File: src/rtl/scbpa_pkg.sv
// Package for the size-class block pool allocator.
// Types, widths, codes and controller/datapath interface structs; no dependencies.
`default_nettype none
package scbpa_pkg;

  localparam int MAX_POOLS      = 8;
  localparam int SLOT_W         = 3;
  localparam int MAX_BLOCKS     = 256;
  localparam int IDX_W          = 8;
  localparam int CNT_W          = 9;
  localparam int SIZE_W         = 13;
  localparam int MAX_BLOCK_SIZE = 4096;
  localparam int ADDR_W         = 23;
  localparam int BUMP_W         = 24;
  localparam int REGION_W       = SIZE_W + CNT_W;
  localparam int PROD_W         = SIZE_W + IDX_W;
  localparam int STACK_AW       = SLOT_W + IDX_W;

  typedef enum logic [2:0] {
    ST_OK         = 3'd0,
    ST_EXHAUSTED  = 3'd1,
    ST_TABLE_FULL = 3'd2,
    ST_SPACE_FULL = 3'd3,
    ST_UNKNOWN    = 3'd4,
    ST_BAD_SIZE   = 3'd5
  } status_e;

  typedef enum logic [0:0] {
    CMD_ALLOC = 1'b0,
    CMD_FREE  = 1'b1
  } command_e;

  typedef enum logic [3:0] {
    S_IDLE, S_LOOK, S_DECIDE, S_CREATE, S_SERVE, S_MUL, S_ADDR, S_DIV, S_FCHECK, S_DONE
  } state_e;

  typedef struct packed {
    logic                command;
    logic [SIZE_W-1:0]   alloc_size;
    logic [ADDR_W-1:0]   free_address;
  } req_t;

  typedef struct packed {
    logic [2:0]          status;
    logic [ADDR_W-1:0]   block_address;
    logic [SLOT_W-1:0]   pool_index;
    logic [CNT_W-1:0]    free_count;
  } rsp_t;

  typedef struct packed {
    logic    load;
    logic    look;
    logic    create;
    logic    serve;
    logic    mul;
    logic    div_step;
    logic    push;
    logic    fin;
    status_e fin_code;
  } cmd_t;

  typedef struct packed {
    logic is_free;
    logic bad_size;
    logic hit;
    logic exhausted;
    logic found;
    logic have_slot;
    logic space_ok;
    logic div_last;
    logic fcheck_ok;
  } sts_t;

endpackage
`default_nettype wire

File: src/rtl/scbpa_ctrl.sv
// Controller state machine for the block pool allocator.
// Depends on scbpa_pkg; drives commands into scbpa_dp.
`default_nettype none
module scbpa_ctrl import scbpa_pkg::*; (
  input  logic clk_i,
  input  logic rst_ni,
  input  logic in_valid_i,
  output logic in_ready_o,
  input  logic out_free_i,
  output logic commit_o,
  input  sts_t sts_i,
  output cmd_t cmd_o
);

  state_e state_q, state_d;

  always_ff @(posedge clk_i or negedge rst_ni) begin
    if (!rst_ni) begin
      state_q <= S_IDLE;
    end else begin
      state_q <= state_d;
    end
  end

  always_comb begin
    state_d    = state_q;
    cmd_o      = '0;
    cmd_o.fin_code = ST_OK;
    in_ready_o = 1'b0;
    commit_o   = 1'b0;
    case (state_q)
      S_IDLE: begin
        in_ready_o = 1'b1;
        if (in_valid_i) begin
          cmd_o.load = 1'b1;
          state_d    = S_LOOK;
        end
      end
      S_LOOK: begin
        cmd_o.look = 1'b1;
        state_d    = S_DECIDE;
      end
      S_DECIDE: begin
        if (sts_i.is_free) begin
          if (sts_i.found) begin
            state_d = S_DIV;
          end else begin
            cmd_o.fin = 1'b1;
            cmd_o.fin_code = ST_UNKNOWN;
            state_d = S_DONE;
          end
        end else if (sts_i.bad_size) begin
          cmd_o.fin = 1'b1;
          cmd_o.fin_code = ST_BAD_SIZE;
          state_d = S_DONE;
        end else if (sts_i.hit) begin
          if (sts_i.exhausted) begin
            cmd_o.fin = 1'b1;
            cmd_o.fin_code = ST_EXHAUSTED;
            state_d = S_DONE;
          end else begin
            state_d = S_SERVE;
          end
        end else begin
          state_d = S_CREATE;
        end
      end
      S_CREATE: begin
        if (!sts_i.have_slot) begin
          cmd_o.fin = 1'b1;
          cmd_o.fin_code = ST_TABLE_FULL;
          state_d = S_DONE;
        end else if (!sts_i.space_ok) begin
          cmd_o.fin = 1'b1;
          cmd_o.fin_code = ST_SPACE_FULL;
          state_d = S_DONE;
        end else begin
          cmd_o.create = 1'b1;
          state_d = S_SERVE;
        end
      end
      S_SERVE: begin
        cmd_o.serve = 1'b1;
        state_d = S_MUL;
      end
      S_MUL: begin
        cmd_o.mul = 1'b1;
        state_d = S_ADDR;
      end
      S_ADDR: begin
        cmd_o.fin = 1'b1;
        cmd_o.fin_code = ST_OK;
        state_d = S_DONE;
      end
      S_DIV: begin
        cmd_o.div_step = 1'b1;
        if (sts_i.div_last) state_d = S_FCHECK;
      end
      S_FCHECK: begin
        cmd_o.fin = 1'b1;
        if (sts_i.fcheck_ok) begin
          cmd_o.push = 1'b1;
          cmd_o.fin_code = ST_OK;
        end else begin
          cmd_o.fin_code = ST_UNKNOWN;
        end
        state_d = S_DONE;
      end
      S_DONE: begin
        if (out_free_i) begin
          commit_o = 1'b1;
          state_d  = S_IDLE;
        end
      end
      default: state_d = S_IDLE;
    endcase
  end

endmodule
`default_nettype wire

File: config.mk
export PLATFORM = sky130hd
export DESIGN_NAME = scbpa_ctrl
export DESIGN_NICKNAME = d
export VERILOG_FILES = /design/src/rtl/scbpa_pkg.sv /design/src/rtl/scbpa_ctrl.sv
export SDC_FILE = /design/constraint.sdc
export NUM_CORES = 1
export LEC_CHECK = 0
export ABC_CLOCK_PERIOD_IN_PS = 2029
export BUFFER_PORTS_ARGS = -buffer_cell sky130_fd_sc_hd__buf_4
export CORE_AREA = 5 5 42 44
export DETAILED_ROUTE_END_ITERATION = 8
export DIE_AREA = 0 0 47 49
export PLACE_DENSITY_LB_ADDON = 0.15
export SYNTH_ARGS = -nofsm -noshare
export SYNTH_HDL_FRONTEND = slang
export SYNTH_SLANG_ARGS = --single-unit
File: constraint.sdc
create_clock -name clk_i -period 2.03 [get_ports clk_i]
set_input_delay 0.609 -clock clk_i [delete_from_list [all_inputs] [get_ports clk_i]]
set_output_delay 0.609 -clock clk_i [all_outputs]
set_load 0.01 [all_outputs]
==> results of run 1 <==
[layer usage]
metal / share of wire [%] / vias up
li1: - / 325
met2: 51 / 26
met5: 0 / -
met3: 8.9 / 2
met4: 1.5 / 0
met1: 39 / 284
[stage by stage]
stage	hold WS (ps)	util [%]	area (sq um)	power, mW
2_1_floorplan	313	-	495	0.520
3_3_place_gp	405	53.7	752	0.773
3_5_place_dp	405	53.7	752	0.774
4_1_cts	147	62.4	875	1.04
5_1_grt	138	66.8	936	1.22
6_report	152	66.8	936	1.12
[repair_timing]
item | 4_1_cts | 5_1_grt
pin swaps | 3 | 4
resized for setup | 8 | 14
endpoints found under the setup margin | 7 | 11
setup buffers | 8 | 2
[placed cells by master (no fill, tap or decap), drive strengths merged]
cell type	synthesis	routed
nor3b	1	1
and2	2	2
o21ai	5	5
or2b	1	1
buf	3	42
nor2	6	6
a22oi	1	1
nor4b	3	3
nand2b	4	4
nor4bb	2	2
a211o	1	1
a31oi	1	1
or3	2	2
a21oi	4	4
o22ai	1	1
inv	3	3
mux2i	1	1
o32ai	2	2
and4bb	1	1
nor2b	1	1
nor3	4	4
clkbuf	1	3
nor4	1	1
dfrtp	4	4
or4b	1	1
o21bai	1	1
a2bb2oi	1	1
nand2	6	6
o31ai	1	1
[where the power goes]
part	switching (mW)	leakage, nW	total, mW	internal [mW]
clock network	0.0359	0.0138	0.102	0.0664
registers	0.0371	0.0503	0.150	0.113
logic	0.373	0.376	0.866	0.493
[final timing paths]
| path | slack (ps) | endpoint |
|---|---|---|
| max | -230 | cmd_o[2] |
| min | 150 | state_q[0]$_DFFE_PN0P_ |
| max in group asynchronous | 1760 | state_q[1]$_DFFE_PN0P_ |
| min in group clk_i | 650 | state_q[1]$_DFFE_PN0P_ |
| min reg2reg | 650 | state_q[1]$_DFFE_PN0P_ |
| max reg2reg | 370 | state_q[3]$_DFFE_PN0P_ |
[worst max-delay path, cell delays in order (launching register included)]
cell and delay (ps):
dfrtp_1 410, or4b_4 560, nand2b_4 170, o22ai_2 130, buf_4 130
[area by class of cell]
type | count | area (sq um) | share of cell area (%)
Sequential cell | 4 | 101 | 10.8
Timing Repair Buffer | 42 | 338 | 36.1
Multi-Input combinational cell | 54 | 443 | 47.3
Tap cell | 16 | 20.0 | 2.14
Clock buffer | 3 | 22.5 | 2.41
Inverter | 3 | 11.3 | 1.20
[cells by family (layout without fill, tap and decap cells)]
kind of cell / count (synthesis) / count (layout) / synth area share, %
AO/OA/AOI/OAI: 18 / 18 / 26.8
buffers and inverters: 7 / 48 / 6.06
flip-flops: 4 / 4 / 20.2
multiplexers: 1 / 1 / 2.02
AND/OR/NAND/NOR: 35 / 35 / 45.0
==> flow_metrics.tcl, run 1 <==
set metrics [dict create \
    path_class "reg2out" \
    cp-startpoint "state_q[2]$_DFFE_PN0P_" \
    drt-initial-drc-count 6 \
    final_cells 122 \
    ys_types 30 \
    ios 26 \
    drc 0 \
    via_per_inst 5.22 \
    drive_gt1_share_pct 60.4 \
    r2r-start "state_q[2]$_DFFE_PN0P_" \
    synth_commonest_cells "nand2_1 (6), nor2_1 (6), o21ai_0 (5)" \
    use_met1_pct 17.7 \
    diodes 0 \
    peakVddDrop_mv 0.753 \
    yosysTopAreaCell "dfrtp_1" \
    period_minus_slack_ps 2260 \
    synth.avg_cell_area_sq_um 7.62 \
    run_status "finished, violations left" \
    yosys_most_used_dff "dfrtp_1" \
    hold_violations 0 \
    synth_area_leaders "dfrtp_1 (20%), nor4b_1 (5.3%), o21ai_0 (5.1%)" \
    clk_pin_slew_ps 40 \
    syn_inst 65 \
    cp.required_ps 1420 \
    grt_pass1_wl_um 2710 \
    post_drt_wl_per_cell_um 13.6 \
    dieWidth_um 47 \
    drt_pre_antenna_iters 4 \
    yosysWarningCount 0 \
    ys_ff_latch 4 \
    skew_ps 5.45 \
    die-area_sq_um 2300 \
    failed_checks "negative setup slack" \
    startpoint_type "register" \
    max_freq_mhz 443 \
    grt_max_degree 12 \
    tns_ps -837 \
    fillers 124 \
    min_path_type "in2async" \
    placed_cells 111 \
    clk-insertion-delay-late_ps 240 \
    rr_worst_depth 6 \
    largest_register_ff_count 4 \
    wl_um 1660 \
    dp_hpwl_um 1150 \
    grt_pass1_vias 666 \
    setup_viol 5 \
    clock-sinks 4 \
    antenna_found_initial 0 \
    synth_seq_area_share_pct 20.2 \
    syn-cell-area_sq_um 495 \
    grtUsageMet3_pct 6.64 \
    synth_edf_count 0 \
    grt_use_total_pct 15.7 \
    synth-async-reset-ratio_pct 100 \
    worstSetupEndpointType "primary output" \
    max_slew_margin_pct 71.7 \
    gp_congestion 0.770 \
    coreArea_sq_um 1400 \
    area_delta_synth_final_pct 88.9 \
    ant_nets 0 \
    initial_utilization_pct 35.4 \
    grtUsageMet2_pct 26.0 \
    cts_buffers 3 \
    grt_overflow 0 \
    nNetsFinal 121 \
    fin_crit_sh_pct 111 \
    max-cap-violations 0 \
    worst_pin_slew_ps 418 \
    hold_buffers 0 \
    rows 14 \
    place_ws_ps 7.54 \
    cts_buffer_depth 2 \
    p_per_area_nw_per_um2 1200 \
    rsz0062_at_grt "true" \
    maxSlewViolCount 0 \
    largest_register "state_q" \
    setup_slack_ps -226 \
    htreeDepth 1 \
    root_buffer "clkbuf_4" \
    reg.largest.list "state_q x4" \
    cp.arrival_ps 1650 \
    die_y_um 49 \
    leakagePower_nw 0.440 \
    io_buffer_count 25 \
    num_vias 637 \
    top_usage_layer "met2" \
    cts_tree "yes" \
    syn_nets 78 \
    path_max_fanout 4 \
    yosys.area.top_type_share_pct 20.2 \
]
No activity file was read; power rests on OpenSTA's default activity.
==> inputs of run 2 (changes only) <==
--- a/config.mk
+++ b/config.mk
@@ -5,12 +5,13 @@
 export SDC_FILE = /design/constraint.sdc
 export NUM_CORES = 1
 export LEC_CHECK = 0
-export ABC_CLOCK_PERIOD_IN_PS = 2029
+export ABC_CLOCK_PERIOD_IN_PS = 2000
 export BUFFER_PORTS_ARGS = -buffer_cell sky130_fd_sc_hd__buf_4
-export CORE_AREA = 5 5 42 44
+export CORE_MARGIN = 5
+export CORE_UTILIZATION = 38
 export DETAILED_ROUTE_END_ITERATION = 8
-export DIE_AREA = 0 0 47 49
 export PLACE_DENSITY_LB_ADDON = 0.15
+export SKIP_LAST_GASP = 1
 export SYNTH_ARGS = -nofsm -noshare
 export SYNTH_HDL_FRONTEND = slang
 export SYNTH_SLANG_ARGS = --single-unit
==> constraint.sdc (replaced) <==
create_clock -name clk_i -period 2 [get_ports clk_i]
set_input_delay 0.6 -clock clk_i [delete_from_list [all_inputs] [get_ports clk_i]]
set_output_delay 0.6 -clock clk_i [all_outputs]
set_load 0.01 [all_outputs]
==> run 2 against run 1 <==
The flow still finishes with violations (negative setup slack). Sequential power fell by 5%. Via count up 5.3%. Critical path depth unchanged. Register-to-register slack got worse by 80 ps. Combinational power about the same. Hold slack improved by 3.6 ps. Worst setup slack improved by 19 ps. Core utilization grew 8.0 points. Routed wire length rose by 5.4%. Highest routed layer unchanged.
==> flow_metrics.tcl, run 2 (synthesis results as in run 1) <==
set metrics [dict create \
    max-cap-violations 0 \
    die-area_sq_um 2130 \
    period_minus_slack_ps 2210 \
    p_comb_share_pct 78.2 \
    hold_buffers 0 \
    final_common_cell "buf_4" \
    worst_pin_slew_ps 451 \
    via_per_inst 5.46 \
    ios 26 \
    grt_pass1_wl_um 2750 \
    clk-insertion-delay-late_ps 230 \
    worstSetupEndpointType "primary output" \
    cpPeakStageDelay_ps 560 \
    drt_pre_antenna_iters 4 \
    antenna_found_initial 0 \
    startpoint_type "register" \
    coreArea_sq_um 1270 \
    peakVddDrop_mv 0.727 \
    cp.required_ps 1400 \
    clkPwrFrac_pct 8.8 \
    run_status "finished, violations left" \
    largest_register "state_q" \
    cp_num_buf_inv 1 \
    num_vias 671 \
    largest_register_ff_count 4 \
    htreeDepth 1 \
    drive_gt1_share_pct 59.3 \
    rows 13 \
    skew_ps 0.822 \
    path_class "reg2out" \
    grt_overflow 0 \
    hold_violations 0 \
    drc 0 \
    post_drt_wl_per_cell_um 14.2 \
    setup_slack_ps -207 \
    max_freq_mhz 453 \
    failed_checks "negative setup slack" \
    wl_um 1750 \
    grt_pass1_vias 659 \
    max_slew_margin_pct 69.5 \
    total_power_mw 1.11 \
    leakagePower_nw 0.444 \
    cts_tree "yes" \
    grt_use_total_pct 17.6 \
    area_delta_synth_final_pct 91.4 \
    fin_crit_sh_pct 110 \
    power_switching_share_pct 40.6 \
    diodes 0 \
    rsz0062_at_grt "true" \
    p_sw_mw 0.450 \
    final_cell_mix "buf_4 (39), nand2_1 (6), o21ai_0 (5)" \
    gp_congestion 0.820 \
    p_per_area_nw_per_um2 1170 \
    clk_pin_slew_ps 40 \
    cts_buffer_depth 2 \
    p_int_mw 0.658 \
    cp.arrival_ps 1610 \
    setup_viol 7 \
    pwr-share-seq_pct 12.9 \
    nNetsFinal 123 \
    io_buffer_count 25 \
    hold_ws_ps 156 \
    initial_utilization_pct 39.1 \
    grt_max_degree 12 \
    dieWidth_um 46.1 \
    drt-initial-drc-count 9 \
    cts_buffers 3 \
    cpMaxStageDelayCell "or4b_4" \
    ant_nets 0 \
    root_buffer "clkbuf_4" \
    dp_hpwl_um 1220 \
    min_path_type "in2async" \
    maxSlewViolCount 0 \
    path_cells "or4b_4, nand2b_4, o21bai_4, buf_6" \
    clock-sinks 4 \
    cp_top_family "simple AND/OR/NAND/NOR gates" \
    reg.largest.list "state_q x4" \
    die_y_um 46.1 \
    path_max_fanout 3 \
]
-- run 2: cell count changes in the layout (fill, tap and decap cells not counted), sizes merged --
cell  change
buf       +2
-- run 2: path summary, 6_finish.rpt --
check                                       startpoint                endpoint  slack (ps)  cells after the start
worst max-delay path            state_q[3]$_DFFE_PN0P_                cmd_o[3]        -210                      4
worst min-delay path                            rst_ni  state_q[0]$_DFFE_PN0P_         160                      1
worst max register to register  state_q[3]$_DFFE_PN0P_  state_q[3]$_DFFE_PN0P_         290                      7
worst min register to register  state_q[3]$_DFFE_PN0P_  state_q[1]$_DFFE_PN0P_         700                      3
max in group asynchronous                       rst_ni  state_q[3]$_DFFE_PN0P_        1740                      1
min in group clk_i              state_q[3]$_DFFE_PN0P_  state_q[1]$_DFFE_PN0P_         700                      3
-- run 2: power groups by stage --
stage	Sequential (mW)	Combinational, mW	Clock (mW)
6_report	0.143	0.866	0.0979
5_1_grt	0.149	0.934	0.110
4_1_cts	0.141	0.799	0.101
3_5_place_dp	0.143	0.674	0
3_3_place_gp	0.142	0.668	0
2_1_floorplan	0.138	0.390	0
-- run 2: cell type report --
| class | instances | area [sq um] |
|---|---|---|
| Timing Repair Buffer | 44 | 353 |
| Fill cell | 108 | 320 |
| Multi-Input combinational cell | 54 | 443 |
| Tap cell | 15 | 18.8 |
| Clock buffer | 3 | 22.5 |
| Sequential cell | 4 | 100 |
| Inverter | 3 | 11.3 |
-- run 2: timing repair --
item	4_1_cts	5_1_grt
setup endpoints to repair	10	13
gates resized for setup	11	9
setup buffers	5	1
pin swaps	3	1
-- run 2: through the flow --
step	instances	cell area [sq um]	utilization, %	TNS [ps]	setup slack [ps]
after detailed placement	114	781	61.5	-34.0	-27.3
after global placement	114	781	61.5	0	28.9
after CTS	122	901	71.0	-908	-221
final	123	948	74.8	-985	-207
after floorplan	65	495	-	0	45.1
after global routing	123	948	74.8	-1670	-302
-- run 2: per-layer routing --
layer,wire [um],GRT usage [%]
met1,670,19.7
met2,940,33.0
met3,103,2.73
met4,32,6.25
met5,0,0
==> inputs of run 3 (changes only) <==
--- a/config.mk
+++ b/config.mk
@@ -11,7 +11,9 @@
 export CORE_UTILIZATION = 38
 export DETAILED_ROUTE_END_ITERATION = 8
 export PLACE_DENSITY_LB_ADDON = 0.15
+export RECOVER_POWER = 50
 export SKIP_LAST_GASP = 1
+export SLEW_MARGIN = 20
 export SYNTH_ARGS = -nofsm -noshare
 export SYNTH_HDL_FRONTEND = slang
 export SYNTH_SLANG_ARGS = --single-unit
==> run 3 against run 2 <==
The run still ends with negative setup slack left. Via count increased by 0.75%. Cell count is the same. Critical path depth is the same. Worst setup slack got worse by 2.1 ps. Sequential cell count is the same. Global-route usage unchanged. Core utilization fell by 0.30 points. Sequential share of layout area about the same. Maximum frequency is essentially flat. Critical endpoint unchanged.
==> flow_metrics.tcl, run 3 (synthesis results as in run 1) <==
set metrics [dict create \
    use_met1_pct 19.7 \
    place_ws_ps -27.3 \
    wl_um 1750 \
    min_path_type "in2async" \
    grt_max_degree 12 \
    max-cap-violations 0 \
    grt_pass1_vias 659 \
    dp_hpwl_um 1220 \
    maxSlewViolCount 0 \
    setup_viol 7 \
    startpoint_type "register" \
    root_buffer "clkbuf_4" \
    failed_checks "negative setup slack" \
    largest_register_ff_count 4 \
    gp_congestion 0.820 \
    period_minus_slack_ps 2210 \
    run_status "finished, violations left" \
    initial_utilization_pct 39.1 \
    reg.largest.list "state_q x4" \
    clk_pin_slew_ps 40 \
    io_buffer_count 25 \
    path_class "reg2out" \
    hold_buffers 0 \
    die_y_um 46.1 \
    ant_nets 0 \
    placed_cells 114 \
    grtUsageMet2_pct 33.0 \
    final_cell_mix "buf_4 (38), nand2_1 (6), o21ai_0 (5)" \
    cts_tree "yes" \
    grtUsageMet3_pct 2.73 \
    num_vias 676 \
    worst_pin_slew_ps 460 \
    rsz0062_at_grt "true" \
    dieWidth_um 46.1 \
    tns_ps -998 \
    cts_buffer_depth 2 \
    leakagePower_nw 0.440 \
    largest_register "state_q" \
    grt_overflow 0 \
    final_cells 123 \
    hold_violations 0 \
    grt_pass1_wl_um 2750 \
    final_common_cell "buf_4" \
    utilization_pct 74.5 \
    rows 13 \
    drt_pre_antenna_iters 4 \
    clock-sinks 4 \
    skew_ps 2.13 \
    cp.required_ps 1400 \
    diodes 0 \
    max_slew_margin_pct 68.9 \
    fillers 110 \
    ios 26 \
    htreeDepth 1 \
    antenna_found_initial 0 \
    post_drt_wl_per_cell_um 14.2 \
    max_freq_mhz 453 \
    path_max_fanout 5 \
    seqCellArea_sq_um 100 \
    p_per_area_nw_per_um2 1170 \
    top_usage_layer "met2" \
    setup_slack_ps -209 \
    coreArea_sq_um 1270 \
    fin_crit_sh_pct 110 \
    worstSetupEndpointType "primary output" \
    drive_gt1_share_pct 58.3 \
    clk-insertion-delay-late_ps 230 \
    drc 0 \
    drt-initial-drc-count 8 \
    cp.arrival_ps 1610 \
    multi_input_area_sq_um 443 \
    nNetsFinal 123 \
    die-area_sq_um 2130 \
    via_per_inst 5.50 \
    total_power_mw 1.11 \
    grt_use_total_pct 17.6 \
    peakVddDrop_mv 0.727 \
    area_delta_synth_final_pct 90.7 \
    cts_buffers 3 \
]
run 3: metal layers:
| layer | up-vias | part of all wire [%] |
|---|---|---|
| li1 | 333 | - |
| met1 | 308 | 39 |
| met2 | 29 | 53 |
| met3 | 6 | 5.7 |
| met4 | 0 | 1.8 |
| met5 | - | 0 |
run 3: critical path: stages, from the launching register on:
cell	delay [ps]
dfrtp_1	410
or4b_4	520
nand2b_4	180
o21bai_4	150
buf_6	120
run 3: per-stage QoR:
stage,hold slack [ps],area (sq um)
after detailed placement,399,781
after global routing,202,945
after floorplan,304,495
final,194,945
after CTS,153,901
after global placement,395,781
run 3: worst paths after layout:
check                                  startpoint                      to  slack (ps)  cells after the start
min in group clk_i                     out_free_i  state_q[3]$_DFFE_PN0P_         690                      3
setup reg to reg           state_q[3]$_DFFE_PN0P_  state_q[3]$_DFFE_PN0P_         300                      7
hold reg to reg            state_q[3]$_DFFE_PN0P_  state_q[1]$_DFFE_PN0P_         690                      3
max in group asynchronous                  rst_ni  state_q[3]$_DFFE_PN0P_        1620                      1
setup / recovery           state_q[0]$_DFFE_PN0P_                cmd_o[3]        -210                      4
hold / removal                             rst_ni  state_q[0]$_DFFE_PN0P_         190                      1
run 3: power breakdown:
group / internal (mW) / switching [mW] / leakage (nW)
Sequential: 0.113 / 0.0312 / 0.0516
Clock: 0.0669 / 0.0302 / 0.0138
Combinational: 0.477 / 0.389 / 0.375
run 3: area by class of cell:
cell class,count,area share [%]
Inverter,3,1.19
Tap cell,15,1.99
Clock buffer,3,2.38
Multi-Input combinational cell,54,46.9
Timing Repair Buffer,44,37.0
Sequential cell,4,10.6
run 3: repair_timing:
action | CTS | global route
pin swaps | 3 | 1
gates resized for setup | 11 | 9
setup endpoints to repair | 10 | 13
setup buffers | 5 | 1
